--- src/hdl/bpa_pkg.sv ---
// Shared types and constants for the two-pool bitmap page allocator.
// Holds the field widths, the status codes and the sequencer states.
// Depends on nothing; every other file imports it.
`timescale 1ns / 1ps

package bpa_pkg;

  localparam int PAGE_W         = 52;
  localparam int CNT_W          = 11;
  localparam int CFG_IDX_W      = 2;
  localparam int DEF_POOL_PAGES = 1024;

  // Configuration register indexes.
  typedef enum logic [CFG_IDX_W-1:0] {
    REG_KERNEL_BASE  = 2'd0,
    REG_KERNEL_COUNT = 2'd1,
    REG_USER_BASE    = 2'd2,
    REG_USER_COUNT   = 2'd3
  } cfg_reg_t;

  // Result status codes.
  typedef enum logic [1:0] {
    ST_OK      = 2'd0,
    ST_NO_PAGE = 2'd1,
    ST_BAD     = 2'd2,
    ST_IGNORED = 2'd3
  } status_t;

  // Sequencer states.
  typedef enum logic [2:0] {
    S_CLEAR,
    S_IDLE,
    S_SCAN,
    S_MARK,
    S_FLOOK,
    S_FCHK,
    S_FCLR
  } state_t;

endpackage

--- src/hdl/bpa_map.sv ---
// Usage-bit store for both pools: one bit per page, pool select as the top address bit.
// One write port and one registered read port. Uses bpa_pkg.
`timescale 1ns / 1ps

module bpa_map import bpa_pkg::*; #(
  parameter int POOL_PAGES = DEF_POOL_PAGES
) (
  input  logic                           clk,
  input  logic                           we,
  input  logic [$clog2(POOL_PAGES):0]    waddr,
  input  logic                           wdata,
  input  logic [$clog2(POOL_PAGES):0]    raddr,
  output logic                           rdata
);

  localparam int AW = $clog2(POOL_PAGES) + 1;

  logic mem [2**AW];
  logic rdata_r;

  // Write port.
  always_ff @(posedge clk) begin
    if (we) begin
      mem[waddr] <= wdata;
    end
  end

  // Registered read port.
  always_ff @(posedge clk) begin
    rdata_r <= mem[raddr];
  end

  assign rdata = rdata_r;

endmodule

--- src/hdl/bitmap_page_allocator.sv ---
// Top level of the two-pool bitmap first-fit page allocator: sequencer and registers.
// Instantiates bpa_map and imports bpa_pkg.
//
//   Channel | Direction | Handshake           | Payload
//   in_     | input     | in_valid/in_ready   | action, pool_sel, panic_on_fail, count, page
//   out_    | output    | out_valid/out_ready | first_page, status, panic
//   cfg_    | input     | cfg_we              | cfg_index, cfg_wdata
//
// An allocation scans the pool up to the end of the first free run (a failed scan of a
// non-empty pool reads every page) and then marks the run, one usage bit per cycle through
// the single read and write port of the map. A free first checks that the run is wholly in
// use and then clears it. Requests that are ignored are answered the cycle after the
// transfer. After reset a clearing pass writes every map entry, during which no input is
// taken. A waiting result blocks new input until it has been taken.
`timescale 1ns / 1ps

module bitmap_page_allocator import bpa_pkg::*; #(
  parameter int POOL_PAGES = DEF_POOL_PAGES
) (
  input  logic                 clk,
  input  logic                 rst_n,
  input  logic                 in_valid,
  output logic                 in_ready,
  input  logic                 in_action,
  input  logic                 in_pool_sel,
  input  logic                 in_panic_on_fail,
  input  logic [CNT_W-1:0]     in_page_count,
  input  logic [PAGE_W-1:0]    in_page_number,
  output logic                 out_valid,
  input  logic                 out_ready,
  output logic [PAGE_W-1:0]    out_first_page,
  output logic [1:0]           out_status,
  output logic                 out_panic,
  input  logic                 cfg_we,
  input  logic [CFG_IDX_W-1:0] cfg_index,
  input  logic [PAGE_W-1:0]    cfg_wdata
);

  localparam int IW = $clog2(POOL_PAGES);
  localparam int AW = IW + 1;
  localparam int SW = $clog2(POOL_PAGES + 1);
  localparam int XW = ((SW > CNT_W) ? SW : CNT_W) + 1;

  // Configuration registers.
  logic [PAGE_W-1:0] kbase_r, ubase_r;
  logic [CNT_W-1:0]  kcnt_r, ucnt_r;

  always_ff @(posedge clk) begin
    if (!rst_n) begin
      kbase_r <= '0;
      kcnt_r  <= '0;
      ubase_r <= '0;
      ucnt_r  <= '0;
    end else if (cfg_we) begin
      unique case (cfg_reg_t'(cfg_index))
        REG_KERNEL_BASE:  kbase_r <= cfg_wdata;
        REG_KERNEL_COUNT: kcnt_r  <= cfg_wdata[CNT_W-1:0];
        REG_USER_BASE:    ubase_r <= cfg_wdata;
        REG_USER_COUNT:   ucnt_r  <= cfg_wdata[CNT_W-1:0];
        default: ;
      endcase
    end
  end

  // Pool sizes, clamped to the map capacity.
  logic [SW-1:0] ksize, usize;
  assign ksize = (XW'(kcnt_r) > XW'(POOL_PAGES)) ? SW'(POOL_PAGES) : SW'(kcnt_r);
  assign usize = (XW'(ucnt_r) > XW'(POOL_PAGES)) ? SW'(POOL_PAGES) : SW'(ucnt_r);

  // Sequencer and datapath registers.
  state_t            state_r, state_nxt;
  logic              pool_r, pool_nxt;
  logic              panic_req_r, panic_req_nxt;
  logic [CNT_W-1:0]  cnt_r, cnt_nxt;
  logic [CNT_W-1:0]  run_r, run_nxt;
  logic [PAGE_W-1:0] page_r, page_nxt;
  logic [PAGE_W-1:0] base_r, base_nxt;
  logic [SW-1:0]     size_r, size_nxt;
  logic [XW-1:0]     pos_r, pos_nxt;
  logic [XW-1:0]     end_r, end_nxt;
  logic [IW-1:0]     start_r, start_nxt;
  logic [IW-1:0]     pidx_r, pidx_nxt;
  logic              pend_r, pend_nxt;
  logic [AW-1:0]     clr_r, clr_nxt;
  logic              out_valid_r, out_valid_nxt;
  logic [PAGE_W-1:0] out_first_r, out_first_nxt;
  status_t           out_status_r, out_status_nxt;
  logic              out_panic_r, out_panic_nxt;

  // Map access.
  logic          map_we, map_wdata, rbit;
  logic [AW-1:0] map_waddr, map_raddr;

  bpa_map #(.POOL_PAGES(POOL_PAGES)) u_map (
    .clk   (clk),
    .we    (map_we),
    .waddr (map_waddr),
    .wdata (map_wdata),
    .raddr (map_raddr),
    .rdata (rbit)
  );

  // Condition flags shared by the next-state and datapath logic.
  logic              accept, req_ignored;
  logic [CNT_W-1:0]  run_step;
  logic              hit, scan_end, chk_bad, chk_end, wr_last, clr_last, issue;
  logic [PAGE_W-1:0] kdiff, udiff, sel_diff;
  logic              kin, uin, lookup_bad;
  logic [SW-1:0]     sel_size;
  logic [IW-1:0]     fidx;
  logic [XW-1:0]     hit_end;

  always_comb begin
    accept      = in_valid && in_ready;
    req_ignored = (in_page_count == '0) || (in_action && (in_page_number == '0));
    run_step    = rbit ? '0 : run_r + 1'b1;
    hit         = pend_r && (run_step == cnt_r);
    scan_end    = !pend_r && (pos_r >= XW'(size_r));
    chk_bad     = pend_r && !rbit;
    chk_end     = !pend_r && (pos_r >= end_r);
    wr_last     = ((pos_r + 1'b1) == end_r);
    clr_last    = &clr_r;
    issue       = ((state_r == S_SCAN) && !hit && (pos_r < XW'(size_r))) ||
                  ((state_r == S_FCHK) && !chk_bad && (pos_r < end_r));
    hit_end     = XW'(pidx_r) + 1'b1;
    // Pool lookup for a free; the kernel pool wins where the pools overlap.
    kdiff       = page_r - kbase_r;
    udiff       = page_r - ubase_r;
    kin         = (page_r >= kbase_r) && (kdiff < PAGE_W'(ksize));
    uin         = (page_r >= ubase_r) && (udiff < PAGE_W'(usize));
    sel_diff    = kin ? kdiff : udiff;
    sel_size    = kin ? ksize : usize;
    fidx        = sel_diff[IW-1:0];
    lookup_bad  = (!kin && !uin) || ((XW'(fidx) + XW'(cnt_r)) > XW'(sel_size));
  end

  // Next state.
  always_comb begin
    state_nxt = state_r;
    unique case (state_r)
      S_CLEAR: if (clr_last) state_nxt = S_IDLE;
      S_IDLE: begin
        if (accept && !req_ignored) begin
          state_nxt = in_action ? S_FLOOK : S_SCAN;
        end
      end
      S_SCAN: begin
        if (hit) begin
          state_nxt = S_MARK;
        end else if (scan_end) begin
          state_nxt = S_IDLE;
        end
      end
      S_MARK:  if (wr_last) state_nxt = S_IDLE;
      S_FLOOK: state_nxt = lookup_bad ? S_IDLE : S_FCHK;
      S_FCHK: begin
        if (chk_bad) begin
          state_nxt = S_IDLE;
        end else if (chk_end) begin
          state_nxt = S_FCLR;
        end
      end
      S_FCLR:  if (wr_last) state_nxt = S_IDLE;
      default: state_nxt = S_IDLE;
    endcase
  end

  // Datapath and result loading.
  always_comb begin
    pool_nxt       = pool_r;
    panic_req_nxt  = panic_req_r;
    cnt_nxt        = cnt_r;
    run_nxt        = run_r;
    page_nxt       = page_r;
    base_nxt       = base_r;
    size_nxt       = size_r;
    pos_nxt        = pos_r;
    end_nxt        = end_r;
    start_nxt      = start_r;
    pidx_nxt       = pos_r[IW-1:0];
    pend_nxt       = issue;
    clr_nxt        = clr_r + 1'b1;
    out_valid_nxt  = out_valid_r && !out_ready;
    out_first_nxt  = out_first_r;
    out_status_nxt = out_status_r;
    out_panic_nxt  = out_panic_r;
    if (issue) begin
      pos_nxt = pos_r + 1'b1;
    end
    unique case (state_r)
      S_IDLE: begin
        if (accept) begin
          pool_nxt      = in_pool_sel;
          panic_req_nxt = in_panic_on_fail;
          cnt_nxt       = in_page_count;
          page_nxt      = in_page_number;
          base_nxt      = in_pool_sel ? ubase_r : kbase_r;
          size_nxt      = in_pool_sel ? usize : ksize;
          pos_nxt       = '0;
          run_nxt       = '0;
          if (req_ignored) begin
            out_valid_nxt  = 1'b1;
            out_first_nxt  = '0;
            out_status_nxt = ST_IGNORED;
            out_panic_nxt  = 1'b0;
          end
        end
      end
      S_SCAN: begin
        if (pend_r) begin
          run_nxt = run_step;
        end
        if (hit) begin
          start_nxt = IW'(hit_end - XW'(cnt_r));
          pos_nxt   = hit_end - XW'(cnt_r);
          end_nxt   = hit_end;
        end else if (scan_end) begin
          out_valid_nxt  = 1'b1;
          out_first_nxt  = '0;
          out_status_nxt = ST_NO_PAGE;
          out_panic_nxt  = panic_req_r;
        end
      end
      S_MARK: begin
        pos_nxt = pos_r + 1'b1;
        if (wr_last) begin
          out_valid_nxt  = 1'b1;
          out_first_nxt  = base_r + PAGE_W'(start_r);
          out_status_nxt = ST_OK;
          out_panic_nxt  = 1'b0;
        end
      end
      S_FLOOK: begin
        pool_nxt = !kin;
        pos_nxt  = XW'(fidx);
        end_nxt  = XW'(fidx) + XW'(cnt_r);
        if (lookup_bad) begin
          out_valid_nxt  = 1'b1;
          out_first_nxt  = '0;
          out_status_nxt = ST_BAD;
          out_panic_nxt  = 1'b0;
        end
      end
      S_FCHK: begin
        if (chk_bad) begin
          out_valid_nxt  = 1'b1;
          out_first_nxt  = '0;
          out_status_nxt = ST_BAD;
          out_panic_nxt  = 1'b0;
        end else if (chk_end) begin
          pos_nxt = end_r - XW'(cnt_r);
        end
      end
      S_FCLR: begin
        pos_nxt = pos_r + 1'b1;
        if (wr_last) begin
          out_valid_nxt  = 1'b1;
          out_first_nxt  = '0;
          out_status_nxt = ST_OK;
          out_panic_nxt  = 1'b0;
        end
      end
      default: ;
    endcase
  end

  // Map port control: the clearing pass and freeing write zeros, marking writes ones.
  always_comb begin
    map_we    = (state_r == S_CLEAR) || (state_r == S_MARK) || (state_r == S_FCLR);
    map_wdata = (state_r == S_MARK);
    map_waddr = (state_r == S_CLEAR) ? clr_r : {pool_r, pos_r[IW-1:0]};
    map_raddr = {pool_r, pos_r[IW-1:0]};
  end

  // Control registers.
  always_ff @(posedge clk) begin
    if (!rst_n) begin
      state_r     <= S_CLEAR;
      clr_r       <= '0;
      pend_r      <= 1'b0;
      out_valid_r <= 1'b0;
    end else begin
      state_r     <= state_nxt;
      clr_r       <= clr_nxt;
      pend_r      <= pend_nxt;
      out_valid_r <= out_valid_nxt;
    end
  end

  // Payload registers.
  always_ff @(posedge clk) begin
    pool_r       <= pool_nxt;
    panic_req_r  <= panic_req_nxt;
    cnt_r        <= cnt_nxt;
    run_r        <= run_nxt;
    page_r       <= page_nxt;
    base_r       <= base_nxt;
    size_r       <= size_nxt;
    pos_r        <= pos_nxt;
    end_r        <= end_nxt;
    start_r      <= start_nxt;
    pidx_r       <= pidx_nxt;
    out_first_r  <= out_first_nxt;
    out_status_r <= out_status_nxt;
    out_panic_r  <= out_panic_nxt;
  end

  assign in_ready       = (state_r == S_IDLE) && !out_valid_r;
  assign out_valid      = out_valid_r;
  assign out_first_page = out_first_r;
  assign out_status     = out_status_r;
  assign out_panic      = out_panic_r;

  // A result is only shown once the sequencer has returned to idle.
  assert property (@(posedge clk) disable iff (!rst_n) out_valid_r |-> state_r == S_IDLE)
    else $error("result shown while the sequencer is busy");

  // Panic is only raised on a failed allocation.
  assert property (@(posedge clk) disable iff (!rst_n)
    (out_valid_r && out_panic_r) |-> out_status_r == ST_NO_PAGE)
    else $error("panic without an out-of-pages status");

  // Only a successful result carries a page number.
  assert property (@(posedge clk) disable iff (!rst_n)
    (out_valid_r && (out_first_r != '0)) |-> out_status_r == ST_OK)
    else $error("page number on a failed result");

  // No input is taken during the clearing pass.
  assert property (@(posedge clk) disable iff (!rst_n) (state_r == S_CLEAR) |-> !in_ready)
    else $error("input taken while the map is being cleared");

endmodule
--- config.mk ---
export PLATFORM = sky130hd
export DESIGN_NAME = bitmap_page_allocator
export DESIGN_NICKNAME = d
export VERILOG_FILES = /design/src/hdl/bpa_pkg.sv /design/src/hdl/bpa_map.sv /design/src/hdl/bitmap_page_allocator.sv
export SDC_FILE = /design/constraint.sdc
export NUM_CORES = 2
export LEC_CHECK = 0
export BUFFER_PORTS_ARGS = -buffer_cell sky130_fd_sc_hd__buf_2
export CORE_MARGIN = 1
export CORE_UTILIZATION = 56
export DETAILED_ROUTE_END_ITERATION = 8
export PLACE_DENSITY = 0.84
export SETUP_SLACK_MARGIN = 0.02
export SLEW_MARGIN = 0
export SYNTH_ARGS = -nofsm -noshare
export SYNTH_HDL_FRONTEND = slang
export SYNTH_SLANG_ARGS = --single-unit
--- constraint.sdc ---
create_clock -name clk -period 40.5 [get_ports clk]
set_input_delay 2.025 -clock clk [delete_from_list [all_inputs] [get_ports clk]]
set_output_delay 2.025 -clock clk [all_outputs]
set_load 0.005 [all_outputs]
# Word-level counts from Yosys, hierarchy flattened
# Memories as Yosys holds them, arrays and structs flattened. A register that Yosys moved wholly into a read port is not among the register bits.
# Index checks and enable logic that the tools add are counted.
dict set report totals {
  reg_bits 380
  ramBits 2048
  inputBits 125
  out_inout_bits 57
  wordCells 189
  n_memories 1
}
# memory words word_bits read_ports rd_ports_with_merged_regs wr line_no
set memory_table {}
lappend memory_table {u_map.mem 2048 1 1 1 1 bpa_map.sv:18} ;# logic mem [2**AW];
dict set report op_classes {
  addsub 10
  magnitude_cmp 11
  eq_ne 26
  muxes 66
  reduce_logical 53
}
# cell n
set ops {}
lappend ops {{$mux W52} 9}
lappend ops {{$pmux W52 S6} 1}
lappend ops {{$ge A52 B52 Y1} 2}
lappend ops {{$lt A52 B11 Y1} 2}
lappend ops {{$sub A52 B52 Y52} 2}
lappend ops {{$mux W11} 8}
lappend ops {{$mux W12} 6}
lappend ops {{$pmux W12 S5} 1}
lappend ops {{$add A52 B10 Y52} 1}
lappend ops {{$logic_not A52 Y1} 1}
lappend ops {{$mux W3} 9}
lappend ops {{$ne A2 B2 Y1 const B} 12}
lappend ops {{$pmux W12 S2} 1}
lappend ops {{$add A11 B1 Y11 const B} 2}
lappend ops {{$gt A11 B11 Y1 const B} 2}
lappend ops {{$pmux W11 S2} 1}
lappend ops {{$pmux W3 S6} 1}
lappend ops {{$mux W1} 17}
lappend ops {{$logic_and A1 B1 Y1} 16}
lappend ops {{$reduce_and A2 Y1} 8}
lappend ops {{$mux W2} 7}
lappend ops {{$add A10 B11 Y12} 1}
lappend ops {{$add A12 B1 Y12 const B} 1}
lappend ops {{$eq A12 B12 Y1} 1}
lappend ops {{34 further kinds} 54}

# Logic depth before layout (Yosys ltp)
dict set report depth {
  ltp_word 12
  mapped_depth 38
  depth_no_buf 37
}

# Modules after synthesis
# Synthesis repeated with hierarchy kept, for this count alone.
dict set report unflattened {
  hier_cells 9447
  area_unflattened_um2 115852.4
}
# mod instances cells_per_inst area_each_um2 seq_area_each_um2
set modules_own_cells {}
lappend modules_own_cells {bpa_map 1 6243 89345.7 61519.0}
lappend modules_own_cells {bitmap_page_allocator 1 3204 26506.7 9769.4}

# Least setup slack after synthesis
# OpenSTA, ideal clock, no wires.
dict set report synth_timing {
  kind {flip-flop to flip-flop}
  from {register state_r[1]}
  to {memory u_map.mem[0] (data pin)}
  setup_ns 4.788
  t_arrival_ns 23.078
  t_required_ns 35.712
  path_slack_ns 12.634
  stages_incl_launch_ff 7
  n_path_buf 2
  synth_period_minus_slack_ns 27.866
  path_cell_list {dfxtp_1 -> clkbuf_1 -> buf_1 -> nand2_1 -> inv_1 -> nand2_1 -> inv_1}
}
dict set report synth_between {
  elab_chain_cells 1
}
# element line_no
set synth_rtl {}
lappend synth_rtl {{start: declaration} bitmap_page_allocator.sv:71} ;# state_t state_r, state_nxt;
lappend synth_rtl {{start signal: assignment} bitmap_page_allocator.sv:283} ;# state_r <= state_nxt;
lappend synth_rtl {{$eq A3 B2 Y1} bitmap_page_allocator.sv:270} ;# map_wdata = (state_r == S_MARK);
lappend synth_rtl {{named net map_wdata} bitmap_page_allocator.sv:91} ;# logic map_we, map_wdata, rbit;
lappend synth_rtl {{end: declaration} bpa_map.sv:18}
# The timed path passes the listed nets, and every way through them passes these cells.

# Worst setup path in the final report
dict set report layout_timing {
  from {register page_r[0]}
  to {register out_first_r[1] (netlist: out_first_page[1]), enable pin}
}
dict set report layout_between {
  elab_chain_cells 9
  elab_cells_between_ends 18
  cone_classes {add/sub: 3; order compare: 5; eq/ne: 1; mux: 2; reduce/logical: 7}
}
# element line_no
set layout_rtl {}
lappend layout_rtl {{start: declaration} bitmap_page_allocator.sv:76} ;# logic [PAGE_W-1:0] page_r, page_nxt;
lappend layout_rtl {{start signal: assignment} bitmap_page_allocator.sv:296} ;# page_r <= page_nxt;
lappend layout_rtl {{$sub A52 B52 Y52} bitmap_page_allocator.sv:127} ;# kdiff = page_r - kbase_r;
lappend layout_rtl {{$lt A52 B11 Y1} bitmap_page_allocator.sv:129} ;# kin = (page_r >= kbase_r) && (kdiff < PAGE_W'(ksize));
lappend layout_rtl {{$logic_and A1 B1 Y1} bitmap_page_allocator.sv:129}
lappend layout_rtl {{$mux W10} bitmap_page_allocator.sv:131} ;# sel_diff = kin ? kdiff : udiff;
lappend layout_rtl {{$add A10 B11 Y12} bitmap_page_allocator.sv:134} ;# lookup_bad = (!kin && !uin) || ((XW'(fidx) + XW'(cnt_r)) > XW'(sel_size));
lappend layout_rtl {{$gt A12 B11 Y1} bitmap_page_allocator.sv:134}
lappend layout_rtl {{$logic_or A1 B1 Y1 *} bitmap_page_allocator.sv:134}
lappend layout_rtl {{$ne A2 B2 Y1 (no source line) *} --}
lappend layout_rtl {{$reduce_and A9 Y1 (no source line) *} --}
lappend layout_rtl {{end signal: assignment} bitmap_page_allocator.sv:303} ;# out_first_r <= out_first_nxt;
lappend layout_rtl {{end: declaration} bitmap_page_allocator.sv:86} ;# logic [PAGE_W-1:0] out_first_r, out_first_nxt;
# Mark *: on every way between the ends. The rest lies on a longest branch, timed or not.
# A chain may end at the register's enable or synchronous reset.

==> results.yml <==
status:
  status: "completed"
min_path:
  hold_class: "reg2reg"
timing:
  period_minus_slack_ns: 9.25
  worst_pin_slew_ns: 1.37
  slew_headroom_pct: 8.34
  finalCritPeriodShare_pct: 22.8
  hold_viol_final: 0
  fmax_ghz: 0.108
  drv_slew: 0
  fin_skew_ns: 0.0970
  finalSetupViolCount: 0
  rsz0062_at_grt: "false"
  tns_ns: 0
clock_network:
  clk_pin_slew_ns: 0.06
  insertion_delay_ns: 0.95
  postCtsSetupRepairBufs: 0
  cts_resized: 0
  cts_max_level: 4
  cts_tree: "yes"
  cts_made_buffers: 234
  cts_num_sinks: 2429
  clk_path_buf_depth: 3
  cts_hold_buf: 0
  cts_root_buf: "clkbuf_16"
route:
  drtAntennaViolNets: 0
  drt_drc_violations_left: 0
  finalWirelength_mm: 352
  routed-via-count: 78603
  initialDrtViolationCount: 12683
  wl_per_cell_um: 30.4
  drtPass1Iterations: 6
  drt-vias-per-instance: 6.81
logic_synthesis:
  ys.flop_type: "edfxtp_1"
  synth-edff-count: 2264
  ys_ff_latch: 2429
  syn-instance-count: 8842
  synth_cell_types: 88
  netlist_area_um2: 115000
  syn-mean-instance-area_um2: 13.0
  synth_nets: 9177
  yosysSeqAreaShare_pct: 62.1
  yosysWarnings: 0
  synth-async-reset-ratio_pct: 0
setup_path:
  critical_path_arrival_ns: 9.76
  slowest_stage: "buf_4"
  path_class: "reg2reg"
  crit_required_ns: 41.01
  worst-path-max-fanout: 52
  cp-end-kind: "register"
  slowest_delay_ns: 0.55
  start_kind: "register"
grt:
  grt_max_degree: 317
  grt_pass1_vias: 76883
  grt.total_usage_pct: 33.6
  grt_pass1_wl_mm: 505
  gr-total-overflow: 0
  antenna_found_initial: 23
placed_design:
  io_buffers: 181
  place.gp.congestion: 0.958
  dpl.hpwl_mm: 201
floorplanning:
  die-height_um: 455
  ioPinCount: 182
  start_util_pct: 56.6
  placementRows: 165
  die_w_um: 455
  dieArea_um2: 207000
  core-area_um2: 203000
power:
  peakVddDrop_uv: 52.4
  p_leak_nw: 36.0
  powerDensity_nw_per_um2: 51.3
  power.total_mw: 6.42
run:
  max-cap-violations: 0
cells_and_area:
  layout-drive-gt1-share_pct: 16.1
  syn2layout_area_growth_pct: 9.12
  finalNetCount: 8998
  final_common_cell: "nor2_1"
  finalCoreUtilization_pct: 61.8
  layout_common_cells: "nor2_1, edfxtp_1, mux4_2, nand2_1, a21oi_1"
## metal layers
layer | part of all wire [%] | up-vias | GRT usage, % | routed length, um
met3 | 13 | 1497 | 7.76 | 45000
li1 | - | 32101 | - | -
met4 | 6.7 | 24 | 19.2 | 23400
met1 | 34 | 38316 | 42.8 | 119000
met5 | 0.050 | - | 0.115 | 176
met2 | 47 | 6665 | 53.2 | 164000
## where the power goes
part           leakage (nW)  internal (mW)  switching [mW]
clock                  3.72           1.21            1.01
sequential             19.5           2.72          0.0868
combinational          12.8          0.650           0.743
total                  36.0           4.58            1.84
## area by class of cell
class | count | area [um2]
fillers | 13885 | 77600
flip-flops and latches | 2429 | 71300
multi-input cells | 5467 | 40300
clock buffers | 280 | 6050
well taps | 2672 | 3340
repair buffers | 290 | 1790
clock inverters | 159 | 1630
inverters | 241 | 915
diodes | 10 | 25.0
## Yosys cell counts (all sizes together), types with 14 or more instances
cell / n / area (um2)
a211o: 16 / 140
a211oi: 25 / 193
a21boi: 56 / 420
a21o: 52 / 390
a21oi: 301 / 1510
a31oi: 32 / 200
and2: 17 / 106
and3: 35 / 219
buf: 95 / 428
clkbuf: 610 / 2290
dfxtp: 165 / 3300
edfxtp: 2264 / 68000
ha: 204 / 2550
inv: 241 / 905
mux2: 14 / 161
mux2i: 33 / 330
mux4: 678 / 15300
nand2: 627 / 2350
nand2b: 18 / 113
nand3: 84 / 420
nand4: 67 / 425
nor2: 2292 / 8600
nor2b: 27 / 169
nor3: 106 / 531
nor4: 41 / 257
o2111ai: 22 / 193
o211ai: 27 / 203
o21a: 35 / 263
o21ai: 219 / 1100
o21bai: 24 / 180
or2: 18 / 113
or3: 35 / 219
or4: 14 / 105
xnor2: 102 / 893
xor2: 61 / 534
## flip-flops by register name, indices dropped and copies added, names as in the netlist, 10 cells and up
signal          cells
u_map.mem        2048
end_r              12
clr_r              11
base_r             52
ucnt_r             11
pos_r              12
kcnt_r             11
pidx_r             10
size_r             11
out_first_page     52
page_r             52
start_r            10
run_r              11
cnt_r              11
ubase_r            52
kbase_r            52
## per-stage QoR
step	worst slack [ns]	instance area [um2]	hold WS [ns]	cells
after floorplan	12.63	115000	0.352	8842
after global placement	31.51	118000	0.441	11099
after detailed placement	31.42	118000	0.447	11099
after CTS	31.38	125000	0.455	11538
after global routing	30.55	125000	0.483	11540
final	31.25	125000	0.454	11548
## critical path, delay by kind of cell (launching register included)
kind / cells / cell delay, ns
AOI/OAI and AO/OA: 18 / 4.05
xor gates and xnor gates: 2 / 0.36
adders and majority gates: 6 / 1.81
buffers and inverters: 5 / 1.06
DFF: 1 / 0.37
muxes: 1 / 0.25
and+or+nand+nor: 6 / 0.94
## worst paths after layout
kind             start                 to  slack (ns)  cells after the start
min reg2reg  ucnt_r[7]          ucnt_r[7]        0.45                      2
max          page_r[0]  out_first_page[1]       31.25                     38
max reg2reg  page_r[0]  out_first_page[1]       31.25                     38
min          ucnt_r[7]          ucnt_r[7]        0.45                      2
## logic make-up after synthesis
kind of cell	after synthesis	synth area share [%]
simple gates	3428	12.2
mux	725	13.7
compound gates	935	5.14
flops	2429	62.1
xor+xnor	169	1.36
buf+inv	946	3.15
fa+ha+maj	210	2.33
No activity file was read; power rests on OpenSTA's default activity.
